### src/rtl/wssf_pkg.sv
// ----------------------------------------------------------------------------
// wssf_pkg
// Types and constants shared by the WAV sample span finder modules.
// ----------------------------------------------------------------------------
package wssf_pkg;

    // Input request: one file byte, final byte flagged
    typedef struct packed {
        logic [7:0] data_byte;
        logic       last_byte;
    } t_in_req;

    // Output request: sample span or raw fallback
    typedef struct packed {
        logic [31:0] sample_offset;
        logic [31:0] sample_length;
        logic        raw_fallback;
        logic [2:0]  status;
    } t_out_req;

    // Parse phases, one-hot
    typedef enum logic [7:0] {
        PH_RIFF = 8'b0000_0001,
        PH_FLEN = 8'b0000_0010,
        PH_WAVE = 8'b0000_0100,
        PH_NAME = 8'b0000_1000,
        PH_LEN  = 8'b0001_0000,
        PH_FMT  = 8'b0010_0000,
        PH_SKIP = 8'b0100_0000,
        PH_DONE = 8'b1000_0000
    } t_phase;

    typedef enum logic [2:0] {
        V_UNDECIDED  = 3'd0,
        V_BAD_RIFF   = 3'd1,
        V_BAD_WAVE   = 3'd2,
        V_SHORT_FMT  = 3'd3,
        V_BAD_FORMAT = 3'd4,
        V_FOUND      = 3'd6
    } t_verdict;

    localparam logic [2:0] ST_OK       = 3'd0;
    localparam logic [2:0] ST_BAD_RIFF = 3'd1;
    localparam logic [2:0] ST_BAD_WAVE = 3'd2;
    localparam logic [2:0] ST_NO_DATA  = 3'd5;

    localparam logic [31:0] TAG_FMT       = 32'h2074_6D66;  // "fmt "
    localparam logic [31:0] TAG_DATA      = 32'h6174_6164;  // "data"
    localparam logic [31:0] FMT_PCM_MONO  = 32'h0001_0001;  // format 1, 1 channel
    localparam logic [31:0] FMT_MIN_LEN   = 32'd16;
    localparam logic [31:0] FMT_BITS_8    = 32'd8;
    localparam logic [3:0]  FMT_IDX_BITS0 = 4'd14;
    localparam logic [3:0]  FMT_IDX_BITS1 = 4'd15;
    localparam logic [3:0]  FMT_IDX_LAST_HDR = 4'd3;

    // Summary of the parse at the final byte
    typedef struct packed {
        logic        found;
        logic [31:0] offset;
        logic [31:0] length;
        logic [31:0] size;
        logic [2:0]  status;
    } t_span_info;

    function automatic logic [7:0] riff_byte(input logic [1:0] idx);
        logic [7:0] b;
        case (idx)
            2'd0:    b = 8'h52;  // R
            2'd1:    b = 8'h49;  // I
            2'd2:    b = 8'h46;  // F
            2'd3:    b = 8'h46;  // F
            default: b = 8'h00;
        endcase
        return b;
    endfunction

    function automatic logic [7:0] wave_byte(input logic [1:0] idx);
        logic [7:0] b;
        case (idx)
            2'd0:    b = 8'h57;  // W
            2'd1:    b = 8'h41;  // A
            2'd2:    b = 8'h56;  // V
            2'd3:    b = 8'h45;  // E
            default: b = 8'h00;
        endcase
        return b;
    endfunction

endpackage

### src/rtl/wssf_parser.sv
// ----------------------------------------------------------------------------
// wssf_parser
// Byte-wise RIFF/WAVE chunk walker; reports the span summary on the final byte.
// ----------------------------------------------------------------------------
module wssf_parser #(
    parameter int POSITION_BITS = 32
) (
    input  logic                 i_clk,
    input  logic                 i_rst_n,
    input  logic                 i_step,
    input  logic [7:0]           i_byte,
    input  logic                 i_last,
    output wssf_pkg::t_span_info o_info
);
    import wssf_pkg::*;

    localparam logic [POSITION_BITS-1:0] PosMax = '1;

    t_phase                   r_phase,   n_phase;
    logic [POSITION_BITS-1:0] r_pos,     n_pos;
    logic [3:0]               r_idx,     n_idx;
    logic [31:0]              r_tag,     n_tag;
    logic [31:0]              r_fval,    n_fval;
    logic [POSITION_BITS-1:0] r_cend,    n_cend;
    logic [POSITION_BITS-1:0] r_foff,    n_foff;
    logic [31:0]              r_flen,    n_flen;
    t_verdict                 r_verdict, n_verdict;
    logic                     r_fmt_bad, n_fmt_bad;

    logic                     w_skip_done;
    t_phase                   w_phase;
    logic [3:0]               w_idx;
    logic [31:0]              w_tag;
    logic [31:0]              w_len_val;
    logic [POSITION_BITS:0]   w_body;
    logic [POSITION_BITS-1:0] w_body_sat;
    logic [32:0]              w_end_sum;
    logic [POSITION_BITS-1:0] w_end_sat;
    logic [4:0]               w_lane;

    // skipped chunk ends: the byte at its end position opens a new name
    assign w_skip_done = (r_phase == PH_SKIP) && (r_pos >= r_cend) && (r_cend != PosMax);
    assign w_phase     = w_skip_done ? PH_NAME : r_phase;
    assign w_idx       = w_skip_done ? 4'd0 : r_idx;
    assign w_tag       = w_skip_done ? 32'd0 : r_tag;
    assign w_lane      = {w_idx[1:0], 3'b000};

    assign w_len_val  = {i_byte, r_fval[23:0]};
    assign w_body     = {1'b0, r_pos} + (POSITION_BITS+1)'(1);
    assign w_body_sat = w_body[POSITION_BITS] ? PosMax : w_body[POSITION_BITS-1:0];
    assign w_end_sum  = 33'(w_body) + 33'(w_len_val);
    assign w_end_sat  = (w_end_sum > 33'(PosMax)) ? PosMax : w_end_sum[POSITION_BITS-1:0];

    always_comb begin
        n_phase   = r_phase;
        n_idx     = r_idx;
        n_tag     = r_tag;
        n_fval    = r_fval;
        n_cend    = r_cend;
        n_foff    = r_foff;
        n_flen    = r_flen;
        n_verdict = r_verdict;
        n_fmt_bad = r_fmt_bad;

        if (w_skip_done) begin
            n_phase = PH_NAME;
            n_idx   = 4'd0;
            n_tag   = 32'd0;
        end

        case (w_phase)
            PH_RIFF, PH_WAVE: begin
                if (i_byte != ((w_phase == PH_RIFF) ? riff_byte(w_idx[1:0])
                                                    : wave_byte(w_idx[1:0]))) begin
                    n_verdict = (w_phase == PH_RIFF) ? V_BAD_RIFF : V_BAD_WAVE;
                    n_phase   = PH_DONE;
                end else if (w_idx[1:0] == 2'd3) begin
                    n_idx   = 4'd0;
                    n_tag   = 32'd0;
                    n_phase = (w_phase == PH_RIFF) ? PH_FLEN : PH_NAME;
                end else begin
                    n_idx = w_idx + 4'd1;
                end
            end
            PH_FLEN: begin
                if (w_idx[1:0] == 2'd3) begin
                    n_idx   = 4'd0;
                    n_phase = PH_WAVE;
                end else begin
                    n_idx = w_idx + 4'd1;
                end
            end
            PH_NAME: begin
                n_tag = w_tag;
                n_tag[w_lane +: 8] = i_byte;
                if (w_idx[1:0] == 2'd3) begin
                    n_idx   = 4'd0;
                    n_fval  = 32'd0;
                    n_phase = PH_LEN;
                end else begin
                    n_idx = w_idx + 4'd1;
                end
            end
            PH_LEN: begin
                n_fval[w_lane +: 8] = i_byte;
                if (w_idx[1:0] == 2'd3) begin
                    n_idx = 4'd0;
                    if (r_tag == TAG_FMT) begin
                        if (w_len_val < FMT_MIN_LEN) begin
                            n_verdict = V_SHORT_FMT;
                            n_phase   = PH_DONE;
                        end else begin
                            n_cend    = w_end_sat;
                            n_fval    = 32'd0;
                            n_fmt_bad = 1'b0;
                            n_phase   = PH_FMT;
                        end
                    end else if (r_tag == TAG_DATA) begin
                        n_foff    = w_body_sat;
                        n_flen    = w_len_val;
                        n_verdict = V_FOUND;
                        n_phase   = PH_DONE;
                    end else begin
                        n_cend  = w_end_sat;
                        n_phase = PH_SKIP;
                    end
                end else begin
                    n_idx = w_idx + 4'd1;
                end
            end
            PH_FMT: begin
                if (w_idx < 4'd4) begin
                    n_fval[w_lane +: 8] = i_byte;
                    if ((w_idx == FMT_IDX_LAST_HDR) && (w_len_val != FMT_PCM_MONO)) begin
                        n_fmt_bad = 1'b1;
                    end
                    n_idx = w_idx + 4'd1;
                end else if (w_idx == FMT_IDX_BITS0) begin
                    n_fval = {24'd0, i_byte};
                    n_idx  = w_idx + 4'd1;
                end else if (w_idx == FMT_IDX_BITS1) begin
                    // bits per sample must be exactly 8
                    if (r_fmt_bad || (i_byte != 8'd0) || (r_fval != FMT_BITS_8)) begin
                        n_verdict = V_BAD_FORMAT;
                        n_phase   = PH_DONE;
                    end else begin
                        n_phase = PH_SKIP;
                    end
                    n_idx = 4'd0;
                end else begin
                    n_idx = w_idx + 4'd1;
                end
            end
            default: begin
            end
        endcase
    end

    assign n_pos = (r_pos == PosMax) ? r_pos : r_pos + POSITION_BITS'(1);

    // summary as seen right after this byte
    always_comb begin
        o_info.found  = (n_verdict == V_FOUND);
        o_info.offset = 32'(n_foff);
        o_info.length = n_flen;
        o_info.size   = 32'(n_pos);
        if (n_verdict != V_UNDECIDED) begin
            o_info.status = n_verdict;
        end else begin
            case (n_phase)
                PH_RIFF:          o_info.status = ST_BAD_RIFF;
                PH_FLEN, PH_WAVE: o_info.status = ST_BAD_WAVE;
                default:          o_info.status = ST_NO_DATA;
            endcase
        end
    end

    always_ff @(posedge i_clk) begin
        if (!i_rst_n || (i_step && i_last)) begin
            r_phase   <= PH_RIFF;
            r_pos     <= '0;
            r_idx     <= '0;
            r_tag     <= '0;
            r_fval    <= '0;
            r_cend    <= '0;
            r_foff    <= '0;
            r_flen    <= '0;
            r_verdict <= V_UNDECIDED;
            r_fmt_bad <= 1'b0;
        end else if (i_step) begin
            r_phase   <= n_phase;
            r_pos     <= n_pos;
            r_idx     <= n_idx;
            r_tag     <= n_tag;
            r_fval    <= n_fval;
            r_cend    <= n_cend;
            r_foff    <= n_foff;
            r_flen    <= n_flen;
            r_verdict <= n_verdict;
            r_fmt_bad <= n_fmt_bad;
        end
    end

endmodule

### src/rtl/wssf_result.sv
// ----------------------------------------------------------------------------
// wssf_result
// Forms the output request: clamps the data length to the file end, or
// selects the raw fallback.
// ----------------------------------------------------------------------------
module wssf_result (
    input  wssf_pkg::t_span_info i_info,
    output wssf_pkg::t_out_req   o_req
);
    import wssf_pkg::*;

    logic [31:0] w_avail;

    // offset never passes the size, both saturate at the same limit
    assign w_avail = i_info.size - i_info.offset;

    always_comb begin
        if (i_info.found) begin
            o_req.sample_offset = i_info.offset;
            o_req.sample_length = (i_info.length > w_avail) ? w_avail : i_info.length;
            o_req.raw_fallback  = 1'b0;
            o_req.status        = ST_OK;
        end else begin
            o_req.sample_offset = 32'd0;
            o_req.sample_length = i_info.size;
            o_req.raw_fallback  = 1'b1;
            o_req.status        = i_info.status;
        end
    end

endmodule

### src/rtl/wav_sample_span_finder_unit.sv
// ----------------------------------------------------------------------------
// wav_sample_span_finder_unit
// Finds the 8-bit mono PCM sample span in a RIFF/WAVE byte stream.
// ----------------------------------------------------------------------------
// Throughput: one file byte per cycle, sustained, under no output stall.
// Result path: a final byte accepted at the input first sits in the input register;
//   the parse step, once the result slot is free, then loads the result register.
// Reset: i_rst_n low clears the parse state and the valid flags of both pipeline registers.
//   The parser also returns to its reset state after each final byte.
module wav_sample_span_finder_unit #(
    parameter int POSITION_BITS = 32
) (
    input  logic               i_clk,
    input  logic               i_rst_n,
    input  logic               i_in_valid,
    output logic               o_in_ready,
    input  wssf_pkg::t_in_req  i_in_req,
    output logic               o_out_valid,
    input  logic               i_out_ready,
    output wssf_pkg::t_out_req o_out_req
);
    import wssf_pkg::*;

    // input register stage
    logic       r_in_vld;
    t_in_req    r_in_req;

    // result register stage
    logic       r_out_vld;
    t_out_req   r_out_req;

    logic       w_step;
    t_span_info w_info;
    t_out_req   w_res;

    // A byte is parsed unless it is the final one and the result slot is
    // still occupied; only the final byte produces a result, so every other
    // byte flows regardless of the output side.
    assign w_step     = r_in_vld && (!r_in_req.last_byte || !r_out_vld || i_out_ready);
    assign o_in_ready = !r_in_vld || w_step;

    always_ff @(posedge i_clk) begin
        if (!i_rst_n) begin
            r_in_vld <= 1'b0;
        end else if (o_in_ready) begin
            r_in_vld <= i_in_valid;
        end
    end

    always_ff @(posedge i_clk) begin
        if (o_in_ready && i_in_valid) begin
            r_in_req <= i_in_req;
        end
    end

    wssf_parser #(
        .POSITION_BITS(POSITION_BITS)
    ) u_parser (
        .i_clk  (i_clk),
        .i_rst_n(i_rst_n),
        .i_step (w_step),
        .i_byte (r_in_req.data_byte),
        .i_last (r_in_req.last_byte),
        .o_info (w_info)
    );

    wssf_result u_result (
        .i_info(w_info),
        .o_req (w_res)
    );

    // result register: loads on the final byte, drains on output handshake
    always_ff @(posedge i_clk) begin
        if (!i_rst_n) begin
            r_out_vld <= 1'b0;
        end else if (w_step && r_in_req.last_byte) begin
            r_out_vld <= 1'b1;
        end else if (i_out_ready) begin
            r_out_vld <= 1'b0;
        end
    end

    always_ff @(posedge i_clk) begin
        if (w_step && r_in_req.last_byte) begin
            r_out_req <= w_res;
        end
    end

    assign o_out_valid = r_out_vld;
    assign o_out_req   = r_out_req;

endmodule
### config.mk
export PLATFORM = sky130hd
export DESIGN_NAME = wav_sample_span_finder_unit
export DESIGN_NICKNAME = d
export VERILOG_FILES = /design/src/rtl/wssf_pkg.sv /design/src/rtl/wssf_parser.sv /design/src/rtl/wssf_result.sv /design/src/rtl/wav_sample_span_finder_unit.sv
export SDC_FILE = /design/constraint.sdc
export NUM_CORES = 1
export LEC_CHECK = 0
export BUFFER_PORTS_ARGS = -buffer_cell sky130_fd_sc_hd__buf_2
export CAP_MARGIN = 20
export CORE_MARGIN = 8
export CORE_UTILIZATION = 45
export CTS_CLUSTER_DIAMETER = 80
export CTS_CLUSTER_SIZE = 28
export DETAILED_ROUTE_END_ITERATION = 10
export SLEW_MARGIN = 20
export SYNTH_ARGS = -nofsm -noshare
export SYNTH_HDL_FRONTEND = slang
export SYNTH_SLANG_ARGS = --single-unit
### constraint.sdc
create_clock -name i_clk -period 26 [get_ports i_clk]
set_input_delay 5.2 -clock i_clk [delete_from_list [all_inputs] [get_ports i_clk]]
set_output_delay 5.2 -clock i_clk [all_outputs]
set_load 0.03 [all_outputs]
==> Yosys cells after proc, flatten, opt, wreduce, memory -nomap -nowiden <==
Cells that the tools add are included.
Widths: inputs -> output; s select.
{ "word_totals": {"register_bits": 287, "output_inout_bits": 70} }
{ "op_classes": {"addsub": 6, "n_lt_le_gt_ge": 5, "eq_ne": 33, "shifts": 2, "mux": 77, "reduce_logical": 29} }
{ "op_table": {"columns": ["op", "count"], "rows": [
  ["$mux 32", 24],
  ["$mux 8", 16],
  ["$pmux 32 s3", 1],
  ["$bwmux 32", 2],
  ["$pmux 32 s2", 1],
  ["$pmux 8 s5", 1],
  ["$mux 36", 1],
  ["$add 32x1->33 const B", 1],
  ["$add 33x32->33", 1],
  ["$gt 33x32->1 const B", 1],
  ["$add 32x1->32 const B", 1],
  ["$eq 32x30->1 const B", 1],
  ["$eq 32x31->1 const B", 1],
  ["$eq 32x32->1 const B", 1],
  ["$ge 32x32->1", 1],
  ["$gt 32x32->1", 1],
  ["$lt 32x5->1 const B", 1],
  ["$ne 32x17->1 const B", 1],
  ["$ne 32x32->1 const B", 1],
  ["$ne 32x4->1 const B", 1],
  ["$pmux 8 s4", 1],
  ["$shift 8x7->32 const A", 1],
  ["$shiftx 8x7->32", 1],
  ["$sub 32x32->32", 1],
  ["40 further kinds", 89]
]} }

==> Logic depth before layout (Yosys ltp) <==
{ "logic_depth": {"word_depth": 17, "ltp_mapped": 44, "mapped_depth_nobuf": 38} }

==> Hierarchy <==
A second synthesis with hierarchy kept.
{ "unflattened": {"hier_cells": 2150, "hier_area_um2": 18390.1} }
{ "modules_own_cells": {"columns": ["mod", "instances", "cells_each", "area_each_um2"], "rows": [
  ["wssf_parser", 1, 1529, 12480.7],
  ["wssf_result", 1, 532, 3479.6],
  ["wav_sample_span_finder_unit", 1, 89, 2429.8]
]} }

==> Worst setup path after synthesis <==
Ideal clock, no wire load.
{ "synth_timing": {"kind": "input-to-output", "start": "input port i_out_ready", "end": "output port o_in_ready", "arrival_time_ps": 5689, "required_time_ps": 20800, "slack_ps": 15111, "path_stages": 2, "n_path_buf": 0, "cell_sequence": "nor2b_1 nand3_1"} }
{ "synth_between": {"elab_chain_len": 3} }
{ "synth_rtl": {"columns": ["item", "line_no", "rtl"], "rows": [
  ["start, declared", "wav_sample_span_finder_unit.sv:19", "input logic i_out_ready,"],
  ["$logic_or 1x1->1", "wav_sample_span_finder_unit.sv:39", "assign w_step = r_in_vld && (!r_in_req.last_byte || !r_out_vld || i_out_ready);"],
  ["$logic_and 1x1->1", "wav_sample_span_finder_unit.sv:39", null],
  ["$logic_or 1x1->1", "wav_sample_span_finder_unit.sv:40", "assign o_in_ready = !r_in_vld || w_step;"],
  ["end, declared", "wav_sample_span_finder_unit.sv:16", "output logic o_in_ready,"]
]} }
No other way between the ends.

==> Worst setup path after layout <==
Same ends and word-level chain as after synthesis.

==> out/summary.txt <==
status -> completed
leading cell type in the layout, fill and taps excluded -> nor2_1
DR vias/cell -> 5.89
CP delay by family, top -> simple AND/OR/NAND/NOR gates
clk slew on worst S/H paths -> 0.08 ns
DIE AREA -> 46,800 µm²
Initial Utilization -> 45.5%
WP data required -> 20.80 ns
CTS tree -> done
#FFs+latches synth -> 287
Syn Nets -> 2,366
Core ar. -> 39,700 µm²
final WL -> 55.8 mm
IO buf count -> 82
Cell Count, Final, Fillers Out -> 2,781
layout cells sized above 1 -> 8.60%
fin crit share -> 42.5%
switching part of the total power -> 32.4%
initial antenna violation count -> 0
Inserted Diodes -> 0
Critical Path Start Type -> input port
Die Y -> 216 µm
gp weighted congestion -> 0.923
Clock Path Buffers -> 3
Chip Width -> 216 µm
max_slew headroom -> 26.2%
Fin. Hold Viols -> 0
largest net degree at the start of global routing -> 99
Clock Power Share -> 35.0%
CP arrival -> 5.84 ns
DRT antenna net count -> 0
Comb power frac -> 20.6%
setup TNS -> 0 ns
switching pwr -> 0.349 mW
DR DRC count -> 0
routed vias -> 16,400
dpl hpwl -> 40.2 mm
first-pass GRT wire length -> 87.7 mm
layout net count -> 2,391
kind of critical path -> in -> out
setup repair bufs after CTS -> 0
yosys warns -> 0
first-iteration detailed-routing DRC count -> 1,319
P_int -> 0.728 mW
crit path capture type -> output port
slew at the pin closest to its max-slew limit -> 1.11 ns
commonest cells after routing, fill and taps aside -> 394 x nor2_1, 210 x dfxtp_1, 195 x a21oi_1, 151 x nand2_1, 136 x ha_1
Pre-antenna DRT Iters -> 5
Cell Chain, Critical Path -> buf_2 > nor2b_1 > nand3_1 > buf_2
worst hold path class -> reg -> reg
Syn Std Cell Area -> 18,100 µm²
Power Density -> 54.6 nW/µm²
Num Clock Sinks -> 287
ys flop type -> dfxtp_1
Total Routing Usage GR -> 23.0%
row cnt -> 73
count of flip-flops with a built-in enable after synthesis -> 77
# IOs -> 83
Cells after Synth -> 2,215
Resize count post-CTS -> 0
sequential share of power -> 44.5%
GRT overflow -> 0
worst skew pair latency -> 0.56 ns
sequential area share after synthesis -> 36.1%
Fmax -> 90.6 MHz
slowest CP cell -> nor2b_1
RSZ-0062 raised after global routing -> no
H-tree depth -> 1
pins over their slew limit -> 0
WP buf/inv -> 2
Leak -> 8.06 nW
minimum clock period -> 11.04 ns
Hold Buf Count CTS -> 0
Syn Area/Cell -> 8.16 µm²
fraction of registers with async set/reset -> 0%
Peak VDD IR -> 0.0371 mV
CTS Root Cell -> clkbuf_16
Top cell by count, worst path -> buf_2
Setup violations, final -> 0
Netlist cell types -> 86
total CTS buffers -> 23
Critical Path Max Stage Delay -> 0.21 ns
Max Cap Viol -> 0
worst-path fanout max -> 4
clk_skew -> 0.0230 ns
Routed WL per cell -> 20.1 µm
vias in the first global route -> 15,400
Layout area overhead -> 9.08%
dpl cells -> 2,740
## Yosys cell counts (58+ instances only)
cell	n	area share, %
a211oi_1	61	2.5
a21oi_1	195	5.4
a22oi_1	68	2.8
clkbuf_1	88	1.8
dfxtp_1	210	23
edfxtp_1	77	13
ha_1	136	9.4
inv_1	107	2.2
nand2_1	152	3.2
nor2_1	394	8.2
nor3_1	64	1.8
o21ai_0	90	2.5
xnor2_1	58	2.8
## state kept, by name, indices dropped and copies added (netlist names), 8 cells and up
name and count:
o_out_req 68, r_in_req 9, u_parser.r_cend 32, u_parser.r_flen 32, u_parser.r_foff 32, u_parser.r_fval 32, u_parser.r_phase 8, u_parser.r_pos 32
u_parser.r_tag 32
## cells by family (layout without fill, tap and decap cells)
| group | Yosys count | after routing | synth area share (%) |
|---|---|---|---|
| xor+xnor | 94 | 94 | 4.60 |
| buf+inv | 215 | 256 | 4.62 |
| simple gates | 864 | 864 | 22.5 |
| compound gates | 589 | 589 | 21.0 |
| fa+ha+maj | 138 | 138 | 9.64 |
| mux | 28 | 28 | 1.56 |
| flops | 287 | 287 | 36.1 |
## worst paths after layout
kind,start,end,slack (ns),cells past startpoint
max,i_out_ready,o_in_ready,14.96,4
min,u_parser.r_foff[0],u_parser.r_foff[0],0.47,2
max reg2reg,u_parser.r_pos[0],o_out_req[33],15.23,40
min reg2reg,u_parser.r_foff[0],u_parser.r_foff[0],0.47,2
## per-layer routing
layer,vias up,GRT usage (%),part of all wire (%)
met2,411,38.9,47
met4,0,5.73,2.3
met1,7891,31.0,46
li1,8007,-,-
met3,75,2.41,5.1
met5,-,0,0
## worst min-delay path, delay by kind of cell, from the launching register on
kind / cells / cell delay, ns
compound gates: 1 / 0.06
flops: 1 / 0.32
simple gates: 1 / 0.05
## cell type report
type | count | area, µm²
clock buffers | 27 | 601
clock inverters | 14 | 169
fillers | 3876 | 20000
inverters | 107 | 402
multi-input cells | 1713 | 10800
flip-flops and latches | 287 | 6520
well taps | 525 | 657
repair buffers | 108 | 606
## through the flow
stage	instance area [µm²]	setup slack, ns	util, %	hold slack (ns)	total power [mW]
after floorplan	18100	15.11	-	0.437	0.648
after global routing	19700	14.42	49.6	0.490	1.13
final	19700	14.96	49.6	0.472	1.08
after global placement	18900	14.98	47.7	0.456	0.704
after CTS	19700	14.96	49.6	0.468	1.08
after detailed placement	18900	14.96	47.7	0.457	0.706
## power groups by stage
| stage | Clock (mW) | Combinational [mW] | Sequential [mW] |
|---|---|---|---|
| 6_report | 0.377 | 0.221 | 0.479 |
| 3_3_place_gp | 0 | 0.215 | 0.489 |
| 2_1_floorplan | 0 | 0.158 | 0.490 |
| 5_1_grt | 0.402 | 0.245 | 0.480 |
| 4_1_cts | 0.384 | 0.219 | 0.479 |
| 3_5_place_dp | 0 | 0.217 | 0.489 |
Power figures use the tool's default switching activity.
